==> config.mk <==
export PLATFORM = sky130hd
export DESIGN_NAME = date_add_days_top_flat
export DESIGN_NICKNAME = d
export VERILOG_FILES = /design/src/rtl/dad_pkg.sv /design/src/rtl/dad_if.sv /design/src/rtl/date_add_days_top.sv /design/src/flat_wrapper.sv
export SDC_FILE = /design/constraint.sdc
export NUM_CORES = 1
export LEC_CHECK = 0
export ABC_AREA = 0
export BUFFER_PORTS_ARGS = -buffer_cell sky130_fd_sc_hd__buf_4
export CAP_MARGIN = 20
export CORE_MARGIN = 2
export CORE_UTILIZATION = 40
export CTS_CLUSTER_DIAMETER = 50
export DETAILED_ROUTE_END_ITERATION = 6
export PLACE_DENSITY_LB_ADDON = 0.08
export SLEW_MARGIN = 20
export SYNTH_ARGS = -nofsm -noshare
export SYNTH_HDL_FRONTEND = slang
export SYNTH_SLANG_ARGS = --single-unit
==> constraint.sdc <==
create_clock -name clk -period 5.1 [get_ports clk]
set_input_delay 0.51 -clock clk [delete_from_list [all_inputs] [get_ports clk]]
set_output_delay 0.51 -clock clk [all_outputs]
set_load 0.005 [all_outputs]
==> src/rtl/dad_pkg.sv <==
// Package for the date adder: microcode types, control store and calendar constants.
// Depends on nothing; used by the top level.
package dad_pkg;

  // Calendar and result constants
  localparam logic [13:0] YEAR_TOP   = 14'h3FFF;
  localparam logic [3:0]  MONTH_LAST = 4'd11;
  localparam logic [4:0]  DAY_LAST   = 5'd30;
  localparam logic [8:0]  YEAR_DAYS  = 9'd365;
  localparam logic [8:0]  LEAP_DAYS  = 9'd366;
  // floor(y * 5243 / 2^19) == y / 100 for every 14-bit year
  localparam logic [12:0] RECIP_100  = 13'd5243;
  localparam int          RECIP_SH   = 19;

  // Status codes
  localparam logic [1:0] ST_OK      = 2'd0;
  localparam logic [1:0] ST_NO_DAYS = 2'd1;
  localparam logic [1:0] ST_OVF     = 2'd2;

  // Microcode step addresses
  typedef enum logic [2:0] {
    PC_IDLE, PC_CHK, PC_PROD, PC_MOD, PC_MACC, PC_YEAR, PC_MON, PC_FIN
  } pc_t;

  // Jump conditions
  typedef enum logic [3:0] {
    C_TRUE, C_FALSE, C_IN_VALID, C_ADD_ZERO, C_M_AT_MONTH,
    C_Y_FITS, C_Y_TOP, C_M_FITS, C_OUT_FREE
  } cond_t;

  // Datapath operations
  typedef enum logic [3:0] {
    OP_NOP, OP_LOAD, OP_ZERO, OP_INIT, OP_PROD, OP_MOD, OP_MACC,
    OP_MCLR, OP_YSUB, OP_SAT, OP_MSUB, OP_EMIT
  } op_t;

  // One control word: two prioritized conditional arms and a fall-through arm
  typedef struct packed {
    cond_t c1;
    op_t   op1;
    pc_t   t1;
    cond_t c2;
    op_t   op2;
    pc_t   t2;
    op_t   op3;
    pc_t   t3;
  } ucw_t;

  // Control store
  function automatic ucw_t ucode(input pc_t pc);
    ucw_t w;
    w = '{C_FALSE, OP_NOP, PC_IDLE, C_FALSE, OP_NOP, PC_IDLE, OP_NOP, PC_IDLE};
    unique case (pc)
      PC_IDLE: w = '{C_IN_VALID, OP_LOAD, PC_CHK, C_FALSE, OP_NOP, PC_IDLE,
                     OP_NOP, PC_IDLE};
      PC_CHK:  w = '{C_ADD_ZERO, OP_ZERO, PC_FIN, C_FALSE, OP_NOP, PC_IDLE,
                     OP_INIT, PC_PROD};
      PC_PROD: w = '{C_TRUE, OP_PROD, PC_MOD, C_FALSE, OP_NOP, PC_IDLE,
                     OP_NOP, PC_IDLE};
      PC_MOD:  w = '{C_TRUE, OP_MOD, PC_MACC, C_FALSE, OP_NOP, PC_IDLE,
                     OP_NOP, PC_IDLE};
      PC_MACC: w = '{C_M_AT_MONTH, OP_NOP, PC_YEAR, C_FALSE, OP_NOP, PC_IDLE,
                     OP_MACC, PC_MACC};
      PC_YEAR: w = '{C_Y_FITS, OP_MCLR, PC_MON, C_Y_TOP, OP_SAT, PC_FIN,
                     OP_YSUB, PC_YEAR};
      PC_MON:  w = '{C_M_FITS, OP_NOP, PC_FIN, C_FALSE, OP_NOP, PC_IDLE,
                     OP_MSUB, PC_MON};
      PC_FIN:  w = '{C_OUT_FREE, OP_EMIT, PC_IDLE, C_FALSE, OP_NOP, PC_IDLE,
                     OP_NOP, PC_FIN};
      default: w = '{C_FALSE, OP_NOP, PC_IDLE, C_FALSE, OP_NOP, PC_IDLE,
                     OP_NOP, PC_IDLE};
    endcase
    return w;
  endfunction

  // Month length in days, February by leap flag
  function automatic logic [4:0] month_len(input logic [3:0] m, input logic leap);
    logic [4:0] n;
    unique case (m)
      4'd1:                     n = leap ? 5'd29 : 5'd28;
      4'd3, 4'd5, 4'd8, 4'd10:  n = 5'd30;
      default:                  n = 5'd31;
    endcase
    return n;
  endfunction

endpackage

==> src/rtl/dad_if.sv <==
// Valid/ready channel interfaces for the date adder: request and result.
// Depends on nothing.
interface dad_in_if;
  logic        valid;
  logic        ready;
  logic [4:0]  start_day;
  logic [3:0]  start_month;
  logic [13:0] start_year;
  logic [15:0] add_days;

  modport source (output valid, start_day, start_month, start_year, add_days,
                  input ready);
  modport sink   (input valid, start_day, start_month, start_year, add_days,
                  output ready);
endinterface

interface dad_out_if;
  logic        valid;
  logic        ready;
  logic [4:0]  end_day;
  logic [3:0]  end_month;
  logic [13:0] end_year;
  logic [1:0]  status;

  modport source (output valid, end_day, end_month, end_year, status,
                  input ready);
  modport sink   (input valid, end_day, end_month, end_year, status,
                  output ready);
endinterface

==> src/rtl/date_add_days_top.sv <==
// Gregorian date adder: microcoded sequencer over a small calendar datapath.
// Depends on dad_pkg (control store, constants) and dad_if.sv (channels).
//
// Usage:
//   in_ch  : request transactions (start_day, start_month, start_year, add_days).
//   out_ch : result transactions (end_day, end_month, end_year, status).
//   A request is taken only while the sequencer sits at its idle step; one
//   request is worked at a time. The walk runs: check, reciprocal multiply,
//   mod-100 setup, summing the months before the clamped start month, stepping
//   over each whole year crossed (at most about 180 for a 16-bit day count) and
//   each whole month crossed, then loading the result. A year walk that reaches
//   the top year without fitting saturates and goes to the load with status 2.
//   A zero day count goes from the check straight to the load with status 1.
//   The sequencer returns to its idle step as the result loads, so a request
//   is not taken before the last one's result is loaded.
//   The result sits in an output register: the next request is taken while it
//   waits, and the sequencer holds at its last step only if a second result is
//   ready before the first is taken.
//   Reset (synchronous, active low) returns the sequencer to idle and drops out_ch.valid.
module date_add_days_top
  import dad_pkg::*;
(
  input  logic     clk,
  input  logic     rst_n,
  dad_in_if.sink   in_ch,
  dad_out_if.source out_ch
);

  typedef struct packed {
    logic in_valid;
    logic add_zero;
    logic m_at_month;
    logic y_fits;
    logic y_top;
    logic m_fits;
    logic out_free;
  } flags_t;

  function automatic logic cond_hit(input cond_t c, input flags_t f);
    logic h;
    unique case (c)
      C_TRUE:       h = 1'b1;
      C_FALSE:      h = 1'b0;
      C_IN_VALID:   h = f.in_valid;
      C_ADD_ZERO:   h = f.add_zero;
      C_M_AT_MONTH: h = f.m_at_month;
      C_Y_FITS:     h = f.y_fits;
      C_Y_TOP:      h = f.y_top;
      C_M_FITS:     h = f.m_fits;
      C_OUT_FREE:   h = f.out_free;
      default:      h = 1'b0;
    endcase
    return h;
  endfunction

  // Sequencer and datapath registers
  pc_t         pc_r, pc_nxt;
  logic [4:0]  day_r;
  logic [3:0]  month_r;
  logic [13:0] year_r;
  logic [15:0] add_r;
  logic [16:0] off_r;
  logic [3:0]  m_r;
  logic [1:0]  status_r;
  logic [26:0] prod_r;
  logic [6:0]  r100_r;
  logic [1:0]  c4_r;
  logic        out_valid_r;
  logic [4:0]  out_day_r;
  logic [3:0]  out_month_r;
  logic [13:0] out_year_r;
  logic [1:0]  out_status_r;

  ucw_t        cw;
  op_t         op;
  flags_t      flags;
  logic        leap;
  logic [8:0]  ylen;
  logic [4:0]  mlen;
  logic [3:0]  month_cl;
  logic [7:0]  q100;
  logic [13:0] q100_x100;

  // Leap flag from year mod 4, mod 100 and (year / 100) mod 4
  assign leap     = (year_r[1:0] == 2'd0) && ((r100_r != 7'd0) || (c4_r == 2'd0));
  assign ylen     = leap ? LEAP_DAYS : YEAR_DAYS;
  assign mlen     = month_len(m_r, leap);
  assign month_cl = (month_r > MONTH_LAST) ? MONTH_LAST : month_r;
  assign q100      = prod_r[RECIP_SH +: 8];
  assign q100_x100 = 14'({6'd0, q100} * 14'd100);

  // Condition flags
  always_comb begin
    flags.in_valid   = in_ch.valid;
    flags.add_zero   = (add_r == 16'd0);
    flags.m_at_month = (m_r == month_cl);
    flags.y_fits     = (off_r < {8'd0, ylen});
    flags.y_top      = (year_r == YEAR_TOP);
    flags.m_fits     = (off_r < {12'd0, mlen}) || (m_r == MONTH_LAST);
    flags.out_free   = !out_valid_r || out_ch.ready;
  end

  // Control word decode and next step
  always_comb begin
    cw = ucode(pc_r);
    if (cond_hit(cw.c1, flags)) begin
      op     = cw.op1;
      pc_nxt = cw.t1;
    end else if (cond_hit(cw.c2, flags)) begin
      op     = cw.op2;
      pc_nxt = cw.t2;
    end else begin
      op     = cw.op3;
      pc_nxt = cw.t3;
    end
  end

  // Step counter, datapath and output register
  always_ff @(posedge clk) begin
    if (!rst_n) begin
      pc_r        <= PC_IDLE;
      out_valid_r <= 1'b0;
    end else begin
      pc_r <= pc_nxt;
      // a new result replaces one taken at the same edge
      if (op == OP_EMIT) begin
        out_valid_r <= 1'b1;
      end else if (out_valid_r && out_ch.ready) begin
        out_valid_r <= 1'b0;
      end
      unique case (op)
        OP_NOP: ;
        OP_LOAD: begin
          day_r   <= in_ch.start_day;
          month_r <= in_ch.start_month;
          year_r  <= in_ch.start_year;
          add_r   <= in_ch.add_days;
        end
        OP_ZERO: begin
          off_r    <= {12'd0, day_r};
          m_r      <= month_r;
          status_r <= ST_NO_DAYS;
        end
        OP_INIT: begin
          off_r    <= {12'd0, day_r} + {1'b0, add_r};
          m_r      <= 4'd0;
          status_r <= ST_OK;
        end
        OP_PROD: prod_r <= 27'(year_r) * 27'(RECIP_100);
        OP_MOD: begin
          r100_r <= 7'(year_r - q100_x100);
          c4_r   <= q100[1:0];
        end
        OP_MACC: begin
          off_r <= off_r + {12'd0, mlen};
          m_r   <= m_r + 4'd1;
        end
        OP_MCLR: m_r <= 4'd0;
        OP_YSUB: begin
          off_r  <= off_r - {8'd0, ylen};
          year_r <= year_r + 14'd1;
          if (r100_r == 7'd99) begin
            r100_r <= 7'd0;
            c4_r   <= c4_r + 2'd1;
          end else begin
            r100_r <= r100_r + 7'd1;
          end
        end
        OP_SAT: begin
          off_r    <= {12'd0, DAY_LAST};
          m_r      <= MONTH_LAST;
          year_r   <= YEAR_TOP;
          status_r <= ST_OVF;
        end
        OP_MSUB: begin
          off_r <= off_r - {12'd0, mlen};
          m_r   <= m_r + 4'd1;
        end
        OP_EMIT: begin
          out_day_r    <= off_r[4:0];
          out_month_r  <= m_r;
          out_year_r   <= year_r;
          out_status_r <= status_r;
        end
        default: ;
      endcase
    end
  end

  assign in_ch.ready      = (pc_r == PC_IDLE);
  assign out_ch.valid     = out_valid_r;
  assign out_ch.end_day   = out_day_r;
  assign out_ch.end_month = out_month_r;
  assign out_ch.end_year  = out_year_r;
  assign out_ch.status    = out_status_r;

endmodule

==> src/flat_wrapper.sv <==
// flat-port wrapper written by rule: the top's interface ports become plain ports
module date_add_days_top_flat import dad_pkg::*;
  (clk, rst_n, in_ch_valid, in_ch_start_day, in_ch_start_month, in_ch_start_year, in_ch_add_days, in_ch_ready, out_ch_valid, out_ch_end_day, out_ch_end_month, out_ch_end_year, out_ch_status, out_ch_ready);
  dad_in_if in_ch_i ();
  dad_out_if out_ch_i ();
  input  logic clk;
  input  logic rst_n;
  input wire logic [$bits(in_ch_i.valid)-1:0] in_ch_valid;
  input wire logic [$bits(in_ch_i.start_day)-1:0] in_ch_start_day;
  input wire logic [$bits(in_ch_i.start_month)-1:0] in_ch_start_month;
  input wire logic [$bits(in_ch_i.start_year)-1:0] in_ch_start_year;
  input wire logic [$bits(in_ch_i.add_days)-1:0] in_ch_add_days;
  output wire logic [$bits(in_ch_i.ready)-1:0] in_ch_ready;
  output wire logic [$bits(out_ch_i.valid)-1:0] out_ch_valid;
  output wire logic [$bits(out_ch_i.end_day)-1:0] out_ch_end_day;
  output wire logic [$bits(out_ch_i.end_month)-1:0] out_ch_end_month;
  output wire logic [$bits(out_ch_i.end_year)-1:0] out_ch_end_year;
  output wire logic [$bits(out_ch_i.status)-1:0] out_ch_status;
  input wire logic [$bits(out_ch_i.ready)-1:0] out_ch_ready;
  assign in_ch_i.valid = in_ch_valid;
  assign in_ch_i.start_day = in_ch_start_day;
  assign in_ch_i.start_month = in_ch_start_month;
  assign in_ch_i.start_year = in_ch_start_year;
  assign in_ch_i.add_days = in_ch_add_days;
  assign in_ch_ready = in_ch_i.ready;
  assign out_ch_valid = out_ch_i.valid;
  assign out_ch_end_day = out_ch_i.end_day;
  assign out_ch_end_month = out_ch_i.end_month;
  assign out_ch_end_year = out_ch_i.end_year;
  assign out_ch_status = out_ch_i.status;
  assign out_ch_i.ready = out_ch_ready;
  date_add_days_top u_core (.clk(clk), .rst_n(rst_n), .in_ch(in_ch_i), .out_ch(out_ch_i));
endmodule
==> results of run 1 <==
-- cell families after synthesis --
family | count (synthesis)
adders and majority gates | 192
xor gates and xnor gates | 66
AOI/OAI and AO/OA | 185
buffers and inverters | 182
and+or+nand+nor | 256
DFF | 124
muxes | 15
-- critical path, cell delays in order, from the launching register on --
cell and delay, ns:
edfxtp_1 0.61, ha_1 0.47, inv_1 0.08, fa_1 0.50, fa_1 0.51, inv_1 0.04
ha_1 0.26, inv_1 0.05, fa_1 0.52, inv_1 0.04, ha_1 0.28, nand3_1 0.06
o21ai_0 0.27, o2111ai_1 0.20, a211o_1 0.31, nand3b_1 0.12, a21oi_1 0.09, xnor2_1 0.13
-- metrics by stage --
stage               cell area [µm²]   util  setup slack (ns)  setup TNS, ns  std cells
floorplan                     10600      -             0.140              0       1020
global placement              11500  0.444             0.273              0       1420
detailed placement            11500  0.444             0.241              0       1420
CTS                           12100  0.464             0.223              0       1452
global route                  12200  0.470           -0.0159        -0.0159       1472
finish                        12200  0.470             0.287              0       1472
-- final cells by class --
cell class / count / area share
clock buffer: 18 / 0.0351
clock inverter: 14 / 0.00768
inverter: 151 / 0.0464
multi-input combinational: 714 / 0.519
sequential: 124 / 0.286
tap: 335 / 0.0343
timing repair buffer: 116 / 0.0713
-- layout by cell type (no fill, tap or decap), types with 4 or more instances in the layout --
master / instances
inv_1: 149
ha_1: 125
buf_4: 116
edfxtp_1: 101
nand2_1: 71
fa_1: 67
xnor2_1: 50
nor2_1: 45
a21oi_1: 37
o21ai_0: 36
dfxtp_1: 23
nand3_1: 22
nor3_1: 17
clkbuf_16: 17
nand2b_1: 16
xor2_1: 16
and3_1: 16
o21ai_1: 15
a21o_1: 14
nand4_1: 10
nor4_1: 9
o221ai_1: 9
mux2i_1: 7
a211oi_1: 7
and2_1: 6
nor2b_1: 6
o21a_1: 5
mux2_4: 5
a22oi_1: 5
clkinv_2: 5
or3_1: 4
nand3b_1: 4
nor3b_1: 4
o32ai_1: 4
a221oi_1: 4
or2_2: 4
inv_4: 4
-- flip-flops by register name (all words and copies together) (netlist names), 2 cells and up --
name,flops
u_core.prod_r,5
u_core.pc_r,3
u_core.out_ch.end_day,5
u_core.off_r,17
u_core.m_r,4
u_core.cw,19
u_core.out_ch.end_year,14
u_core.out_ch.status,2
u_core.r100_r,7
u_core.status_r,2
u_core.year_r,14
u_core.add_r,16
u_core.out_ch.end_month,4
u_core.day_r,5
u_core.month_r,4
u_core.c4_r,2
-- per-layer routing --
| metal | GRT usage | vias to the layer above |
|---|---|---|
| li1 | - | 3763 |
| met1 | 0.294 | 3746 |
| met2 | 0.316 | 145 |
| met3 | 0.0355 | 22 |
| met4 | 0.0484 | 0 |
| met5 | 0 | - |
-- worst paths after layout --
check                                                 startpoint                                 to  slack, ns  cells after the start
worst max-delay path                  u_core.year_r[8]$_DFFE_PP_        u_core.prod_r[23]$_DFFE_PP_       0.29                     17
worst min-delay path                           in_ch_add_days[5]          u_core.add_r[5]$_DFFE_PP_       0.26                      1
worst max register to register        u_core.year_r[8]$_DFFE_PP_        u_core.prod_r[23]$_DFFE_PP_       0.29                     17
worst min register to register  u_core.status_r[1]$_SDFFCE_PP0P_  u_core.out_ch.status[1]$_DFFE_PP_       0.43                      0
-- what timing repair did --
item	in CTS	in global routing
hold buffers	0	0
gates resized for setup	0	0
setup buffers	0	20
setup endpoints to repair	0	3
==> impl_metrics.json, run 1 <==
{
  "drive_gt1_frac": 0.167,
  "grt-ovfl-total": 0,
  "critPathLaunchType": "register",
  "slew_headroom": 0.531,
  "yosys.area.top_type_share": 0.287,
  "dp_hpwl_mm": 21.0,
  "cp_data_arrival_time_ns": 4.98,
  "netlist_top_cells_count": "inv_1, ha_1, edfxtp_1, nand2_1, fa_1",
  "path_max_fanout": 10,
  "synthXorXnorAreaFrac": 0.0548,
  "outcome": "finished, final reports clean",
  "routedLengthMet1_mm": 13.4,
  "synth_area_leader_cell": "edfxtp_1",
  "n_antenna_cell": 0,
  "fin_crit_ns": 4.81,
  "grt_pass1_vias": 7573,
  "cts_inserted_buffers": 17,
  "top_layer": "met4",
  "htreeDepth": 4,
  "fp.dieH_um": 166,
  "vias_per_cell": 5.21,
  "final-hold-violation-count": 0,
  "worstSkewPairLatency_ns": 0.43,
  "port_buffers": 69,
  "setup_viol": 0,
  "routed-wl-met3_mm": 1.06,
  "vias": 7676,
  "synth_compound_area_frac": 0.125,
  "drc": 0,
  "wl_mm": 27.3,
  "wl_met2_mm": 12.4,
  "area_growth_pct": 15.8,
  "synth-main-ff-cell": "edfxtp_1",
  "synth_cells": 1020,
  "die_area_um2": 27700,
  "drtIter0Drc": 492,
  "ys_ff_latch": 124,
  "grt_max_degree": 26,
  "grt_pass1_wl_mm": 43.2,
  "tightest_slew_ns": 0.698,
  "multi_input_area_um2": 6340,
  "clk_pin_slew_worst_paths_ns": 0.06,
  "ys_async_sr_fraction": 0,
  "coreArea_um2": 26000,
  "drv_slew": 0,
  "skew_ns": 0.0118,
  "start_util": 0.406,
  "clockBufferDepth": 2,
  "synth_top_family_by_area": "adder cells",
  "synthAdderAreaFrac": 0.275,
  "worstSetupPathType": "reg2reg",
  "drv_cap": 0,
  "antenna_found_initial": 0,
  "synthMuxAreaShare": 0.0191,
  "synth_cell_type_count": 85,
  "grt_util_all_layers": 0.202,
  "yosys-top-cells-area": "edfxtp_1, ha_1, fa_1",
  "drtAntennaViolNets": 0,
  "gp_congestion": 0.850,
  "end_kind": "register",
  "whs_ns": 0.256,
  "drtPass1Iterations": 5,
  "synth_edf_count": 101,
  "syn_area_um2": 10600,
  "clock-root-buffer": "clkbuf_16",
  "ys_warn_count": 0,
  "nNetsFinal": 1359,
  "cp.required_ns": 5.27,
  "nFillCells": 2486,
  "cts_tree": "done",
  "post-route-period-util": 0.944,
  "seq_area_frac_synth": 0.331,
  "seq_area_um2": 3490,
  "ios": 70,
  "post_drt_wl_per_cell_um": 18.5,
  "synth_most_common_cell": "inv_1",
  "num_rows": 59,
  "fmax_mhz": 208,
  "syn_avg_cell_area_um2": 10.3,
  "synth-simple-area-share": 0.125,
  "die_width_um": 166,
  "hold_class": "in2reg",
  "cts_sinks": 124,
  "syn_nets": 1255
}
Power of run 1 is not shown: default switching activity piles up to over one toggle a cycle in this logic, so the estimate is an artifact.
==> run 2: changes to the inputs <==
--- a/config.mk
+++ b/config.mk
@@ -9,11 +9,11 @@
 export BUFFER_PORTS_ARGS = -buffer_cell sky130_fd_sc_hd__buf_4
 export CAP_MARGIN = 20
 export CORE_MARGIN = 2
-export CORE_UTILIZATION = 40
+export CORE_UTILIZATION = 56
 export CTS_CLUSTER_DIAMETER = 50
 export DETAILED_ROUTE_END_ITERATION = 6
 export PLACE_DENSITY_LB_ADDON = 0.08
-export SLEW_MARGIN = 20
+export SLEW_MARGIN = 30
 export SYNTH_ARGS = -nofsm -noshare
 export SYNTH_HDL_FRONTEND = slang
 export SYNTH_SLANG_ARGS = --single-unit
==> run 2 against run 1 <==
- hold slack worse by 0.010 ns
- sequential share of layout area rose by 0.25 points
- via count increased by 2.1%
- critical path depth is 3 lower
- clock skew grew 0.0052 ns
- worst setup slack better by 0.0020 ns
- core utilization grew 18 points
- global-route usage increased by 6.4 points
- flip-flop and latch count stayed put
- critical path type unchanged
- final cell count down 7.5%
- fmax barely moved
- routed wire length is 6.7% lower
==> impl_metrics.json, run 2 (same netlist as run 1, synthesis figures left out) <==
{
  "clock-root-buffer": "clkbuf_16",
  "cts_tree": "done",
  "drtPass1Iterations": 5,
  "cp_data_arrival_time_ns": 4.99,
  "setup_viol": 0,
  "cp.required_ns": 5.27,
  "fp.dieH_um": 141,
  "rr_worst_depth": 14,
  "die_area_um2": 20000,
  "cts_hold_buf": 0,
  "r2r-start": "u_core.year_r[11]$_DFFE_PP_",
  "ios": 70,
  "slew_headroom": 0.498,
  "rr_endpoint": "u_core.prod_r[21]$_DFFE_PP_",
  "drive_gt1_frac": 0.160,
  "coreArea_um2": 18600,
  "nFillCells": 1519,
  "skew_ns": 0.0170,
  "hold_depth": 1,
  "start_util": 0.568,
  "critPathLaunchType": "register",
  "hold_class": "in2reg",
  "final_cell_mix": "inv_1, ha_1, buf_4",
  "clockBufferDepth": 2,
  "tightest_slew_ns": 0.746,
  "cts_resized": 0,
  "min_to": "u_core.add_r[13]$_DFFE_PP_",
  "reg2reg_slack_ns": 0.29,
  "worstSkewPairLatency_ns": 0.44,
  "fmax_mhz": 208,
  "clk_pin_slew_worst_paths_ns": 0.06,
  "vias_per_cell": 5.76,
  "wl_mm": 25.4,
  "vias": 7834,
  "nNetsFinal": 1349,
  "largest_register_ff_count": 19,
  "fin_crit_ns": 4.81,
  "setup_tns_ns": 0,
  "worstSetupPathType": "reg2reg",
  "gp_congestion": 0.947,
  "grt_util_all_layers": 0.266,
  "grt_pass1_vias": 7575,
  "drv_cap": 0,
  "port_buffers": 69,
  "num_rows": 50,
  "drtAntennaViolNets": 0,
  "final-hold-violation-count": 0,
  "rsz0062_at_grt": "no",
  "post_drt_wl_per_cell_um": 18.7,
  "final_common_cell": "inv_1",
  "hp-start": "in_ch_add_days[13]",
  "cts_sinks": 124,
  "grt-ovfl-total": 0,
  "area_growth_pct": 14.7,
  "htreeDepth": 4,
  "post-route-period-util": 0.943,
  "drtIter0Drc": 712,
  "die_width_um": 141,
  "cts_inserted_buffers": 17,
  "outcome": "finished, final reports clean",
  "drc": 0,
  "grt_pass1_wl_mm": 40.7,
  "cts_setup_buffers": 0,
  "timing.critical_path.from": "u_core.year_r[11]$_DFFE_PP_",
  "dp_hpwl_mm": 19.4,
  "path_max_fanout": 6,
  "n_antenna_cell": 0,
  "grt_max_degree": 33,
  "end_kind": "register",
  "antenna_found_initial": 0,
  "drv_slew": 0
}
==> run 2: cell count changes in the layout (fill, tap and decap cells not counted), moves of 2 or more <==
cell	before	now
clkinvlp_4	0	2
inv_4	4	0
inv_8	0	5
clkinv_2	5	0
bufinv_16	0	2
buf_4	116	105
==> run 2: layout make-up <==
| cell class | count | area, µm² | share of cell area |
|---|---|---|---|
| clock inverters | 15 | 179 | 0.0148 |
| flip-flops and latches | 124 | 3490 | 0.289 |
| clock buffers | 17 | 425 | 0.0351 |
| multi-input cells | 714 | 6340 | 0.524 |
| repair buffers | 106 | 808 | 0.0668 |
| inverters | 151 | 567 | 0.0468 |
| well taps | 234 | 293 | 0.0242 |
==> run 2: worst max-delay path: stages, from the launching register on <==
cell and delay [ns]:
edfxtp_1 0.50, buf_4 0.19, fa_1 0.43, ha_1 0.33
fa_1 0.47, fa_1 0.52, fa_1 0.50, ha_1 0.33
a211oi_1 0.28, nand2_1 0.11, a211oi_1 0.31, a21oi_1 0.15
a21oi_1 0.24, nand2b_1 0.14, a21oi_1 0.07
==> run 2: worst max path at each step <==
stage	to	slack (ns)	cells past startpoint
floorplan	u_core.year_r[0]$_DFFE_PP_	0.14	16
global placement	u_core.prod_r[23]$_DFFE_PP_	0.42	14
detailed placement	u_core.prod_r[21]$_DFFE_PP_	0.27	14
CTS	u_core.prod_r[21]$_DFFE_PP_	0.24	14
global route	u_core.prod_r[21]$_DFFE_PP_	0.009	20
finish	u_core.prod_r[21]$_DFFE_PP_	0.29	14
==> run 2: per-stage QoR <==
step	hold WS (ns)	cells	utilization	worst slack [ns]	area (µm²)
finish	0.246	1361	0.652	0.289	12100
global route	0.235	1361	0.652	0.00927	12100
detailed placement	0.407	1314	0.613	0.272	11400
floorplan	0.400	1020	-	0.140	10600
CTS	0.237	1346	0.645	0.236	12000
global placement	0.402	1314	0.613	0.417	11400
==> run 2: per-layer routing <==
metal  share of wire  GRT usage
met5               0          0
met4           0.016     0.0726
met1            0.47      0.396
met2            0.46      0.408
met3           0.053     0.0432
Power of run 2 is left out for the same reason.
==> run 3: changes to the inputs <==
--- a/config.mk
+++ b/config.mk
@@ -12,6 +12,7 @@
 export CORE_UTILIZATION = 56
 export CTS_CLUSTER_DIAMETER = 50
 export DETAILED_ROUTE_END_ITERATION = 6
+export GPL_TIMING_DRIVEN = 0
 export PLACE_DENSITY_LB_ADDON = 0.08
 export SLEW_MARGIN = 30
 export SYNTH_ARGS = -nofsm -noshare
==> run 3 against run 2 <==
- the run now ends with DRC left
- via count rose by 1.6%
- non-clock buffer count increased by 32
- sequential share of layout area decreased by 0.62 points
- register-to-register slack got worse by 0.09 ns
- worst setup slack worse by 0.091 ns
- first-iteration DRC count is 4.6% lower
- clock-buffer cell count unchanged
- global-route usage increased by 0.70 points
- flip-flop and latch count did not move
- critical path type unchanged
==> impl_metrics.json, run 3 (same netlist as run 1, synthesis figures left out) <==
{
  "coreArea_um2": 18600,
  "drc": 3,
  "rr_endpoint": "u_core.prod_r[23]$_DFFE_PP_",
  "final-hold-violation-count": 0,
  "post_drt_wl_per_cell_um": 18.9,
  "final_cell_mix": "inv_1, ha_1, buf_4, edfxtp_1, nand2_1",
  "failed_checks": "DRC",
  "fp.dieH_um": 141,
  "hold_depth": 1,
  "num_rows": 50,
  "vias": 7956,
  "multi_input_area_um2": 6360,
  "seq_area_um2": 3490,
  "cp.required_ns": 5.25,
  "largest_register_ff_count": 19,
  "antenna_found_initial": 0,
  "timing.critical_path.from": "u_core.year_r[4]$_DFFE_PP_",
  "cp_data_arrival_time_ns": 5.05,
  "start_util": 0.568,
  "cts_inserted_buffers": 17,
  "hp-start": "in_ch_add_days[13]",
  "cp_top_family": "adder cells",
  "worstSetupPathType": "reg2reg",
  "htreeDepth": 4,
  "top_layer": "met4",
  "die_area_um2": 20000,
  "ios": 70,
  "clk_pin_slew_worst_paths_ns": 0.07,
  "outcome": "finished, violations left",
  "grt-ovfl-total": 0,
  "cts_tree": "done",
  "drive_gt1_frac": 0.173,
  "tightest_slew_ns": 0.875,
  "path_max_fanout": 7,
  "wl_met2_mm": 11.8,
  "cp_common_cell": "inv_1",
  "n_antenna_cell": 0,
  "rr_worst_depth": 19,
  "reg2reg_slack_ns": 0.20,
  "drtAntennaViolNets": 0,
  "end_kind": "register",
  "post-route-period-util": 0.961,
  "critPathLaunchType": "register",
  "drtPass1Iterations": 7,
  "slowest_stage": "fa_1",
  "r2r-start": "u_core.year_r[4]$_DFFE_PP_",
  "gp_congestion": 0.931,
  "port_buffers": 68,
  "clock-root-buffer": "clkbuf_16",
  "cts_sinks": 124,
  "fmax_mhz": 204,
  "slowest_delay_ns": 0.53,
  "nFillCells": 1529,
  "worst-path-buf-inv": 5,
  "worstSkewPairLatency_ns": 0.43,
  "cts_hold_buf": 0,
  "grt_pass1_vias": 7633,
  "wl_mm": 26.4,
  "fin_crit_ns": 4.90,
  "grt_util_all_layers": 0.274,
  "vias_per_cell": 5.71,
  "dp_hpwl_mm": 19.7,
  "clockBufferDepth": 2,
  "area_growth_pct": 17.3,
  "min_to": "u_core.add_r[13]$_DFFE_PP_",
  "hold_class": "in2reg",
  "cp_cell_sequence": "buf_4, ha_1, inv_1, fa_1, fa_1, inv_1, ha_1, inv_1, fa_1, inv_1, ha_1, a21o_1, a211oi_1, o21ai_0, o2111ai_1, a211o_1, nand3b_1, a21oi_1, xnor2_1",
  "skew_ns": 0.0109,
  "slew_headroom": 0.411,
  "drtIter0Drc": 679,
  "drv_cap": 0,
  "routed-wl-met3_mm": 1.65,
  "drv_slew": 0,
  "routedLengthMet1_mm": 12.5,
  "fin_util": 0.666,
  "grt_pass1_wl_mm": 41.9,
  "rsz0062_at_grt": "no",
  "die_width_um": 141,
  "nNetsFinal": 1381,
  "setup_viol": 0,
  "final_common_cell": "inv_1",
  "grt_max_degree": 21
}
[run 3: stage by stage]
stage / hold WS [ns] / setup TNS [ns] / instance area [µm²] / instances / worst slack [ns]
floorplan: 0.400 / 0 / 10600 / 1020 / 0.140
global placement: 0.404 / -46.85 / 11400 / 1322 / -1.33
detailed placement: 0.407 / 0 / 11400 / 1325 / 0.0586
CTS: 0.243 / 0 / 12000 / 1357 / 0.0237
global route: 0.240 / 0 / 12400 / 1393 / 0.00170
finish: 0.252 / 0 / 12400 / 1393 / 0.198
[run 3: worst reg2reg max path, delay by kind of cell, from the launching register on]
| family | cells | cell delay (ns) |
|---|---|---|
| XOR/XNOR | 1 | 0.12 |
| flip-flops | 1 | 0.51 |
| adder cells (fa/ha/maj) | 6 | 2.30 |
| AND/OR/NAND/NOR | 1 | 0.12 |
| buffers and inverters | 5 | 0.44 |
| AO/OA/AOI/OAI | 6 | 1.13 |
[run 3: repair_timing]
| item | CTS | global route |
|---|---|---|
| setup buffers | 0 | 35 |
| resized for setup | 0 | 5 |
| endpoints found under the hold margin | 0 | 0 |
| endpoints found under the setup margin | 0 | 47 |
[run 3: how the worst max path moves through the flow]
stage                                             end  depth (start not counted)
after floorplan            u_core.year_r[0]$_DFFE_PP_                         16
after detailed placement  u_core.prod_r[23]$_DFFE_PP_                         14
final                     u_core.prod_r[23]$_DFFE_PP_                         19
after CTS                 u_core.prod_r[23]$_DFFE_PP_                         14
after global routing      u_core.prod_r[23]$_DFFE_PP_                         19
after global placement     u_core.year_r[7]$_DFFE_PP_                         15
[run 3: metal layers]
layer / global-route usage / vias to the layer above
met5: 0 / -
met4: 0.0663 / 0
met3: 0.0489 / 32
met2: 0.413 / 257
met1: 0.412 / 3863
li1: - / 3804
[run 3: cell type report]
cell class              count  share of cell area
multi-input cells         714               0.514
flip-flops and latches    124               0.282
repair buffers            107              0.0715
inverters                 151              0.0458
clock buffers              17              0.0344
well taps                 234              0.0237
clock inverters            15              0.0150
plain buffers              31              0.0128
Power of run 3 is left out for the same reason.
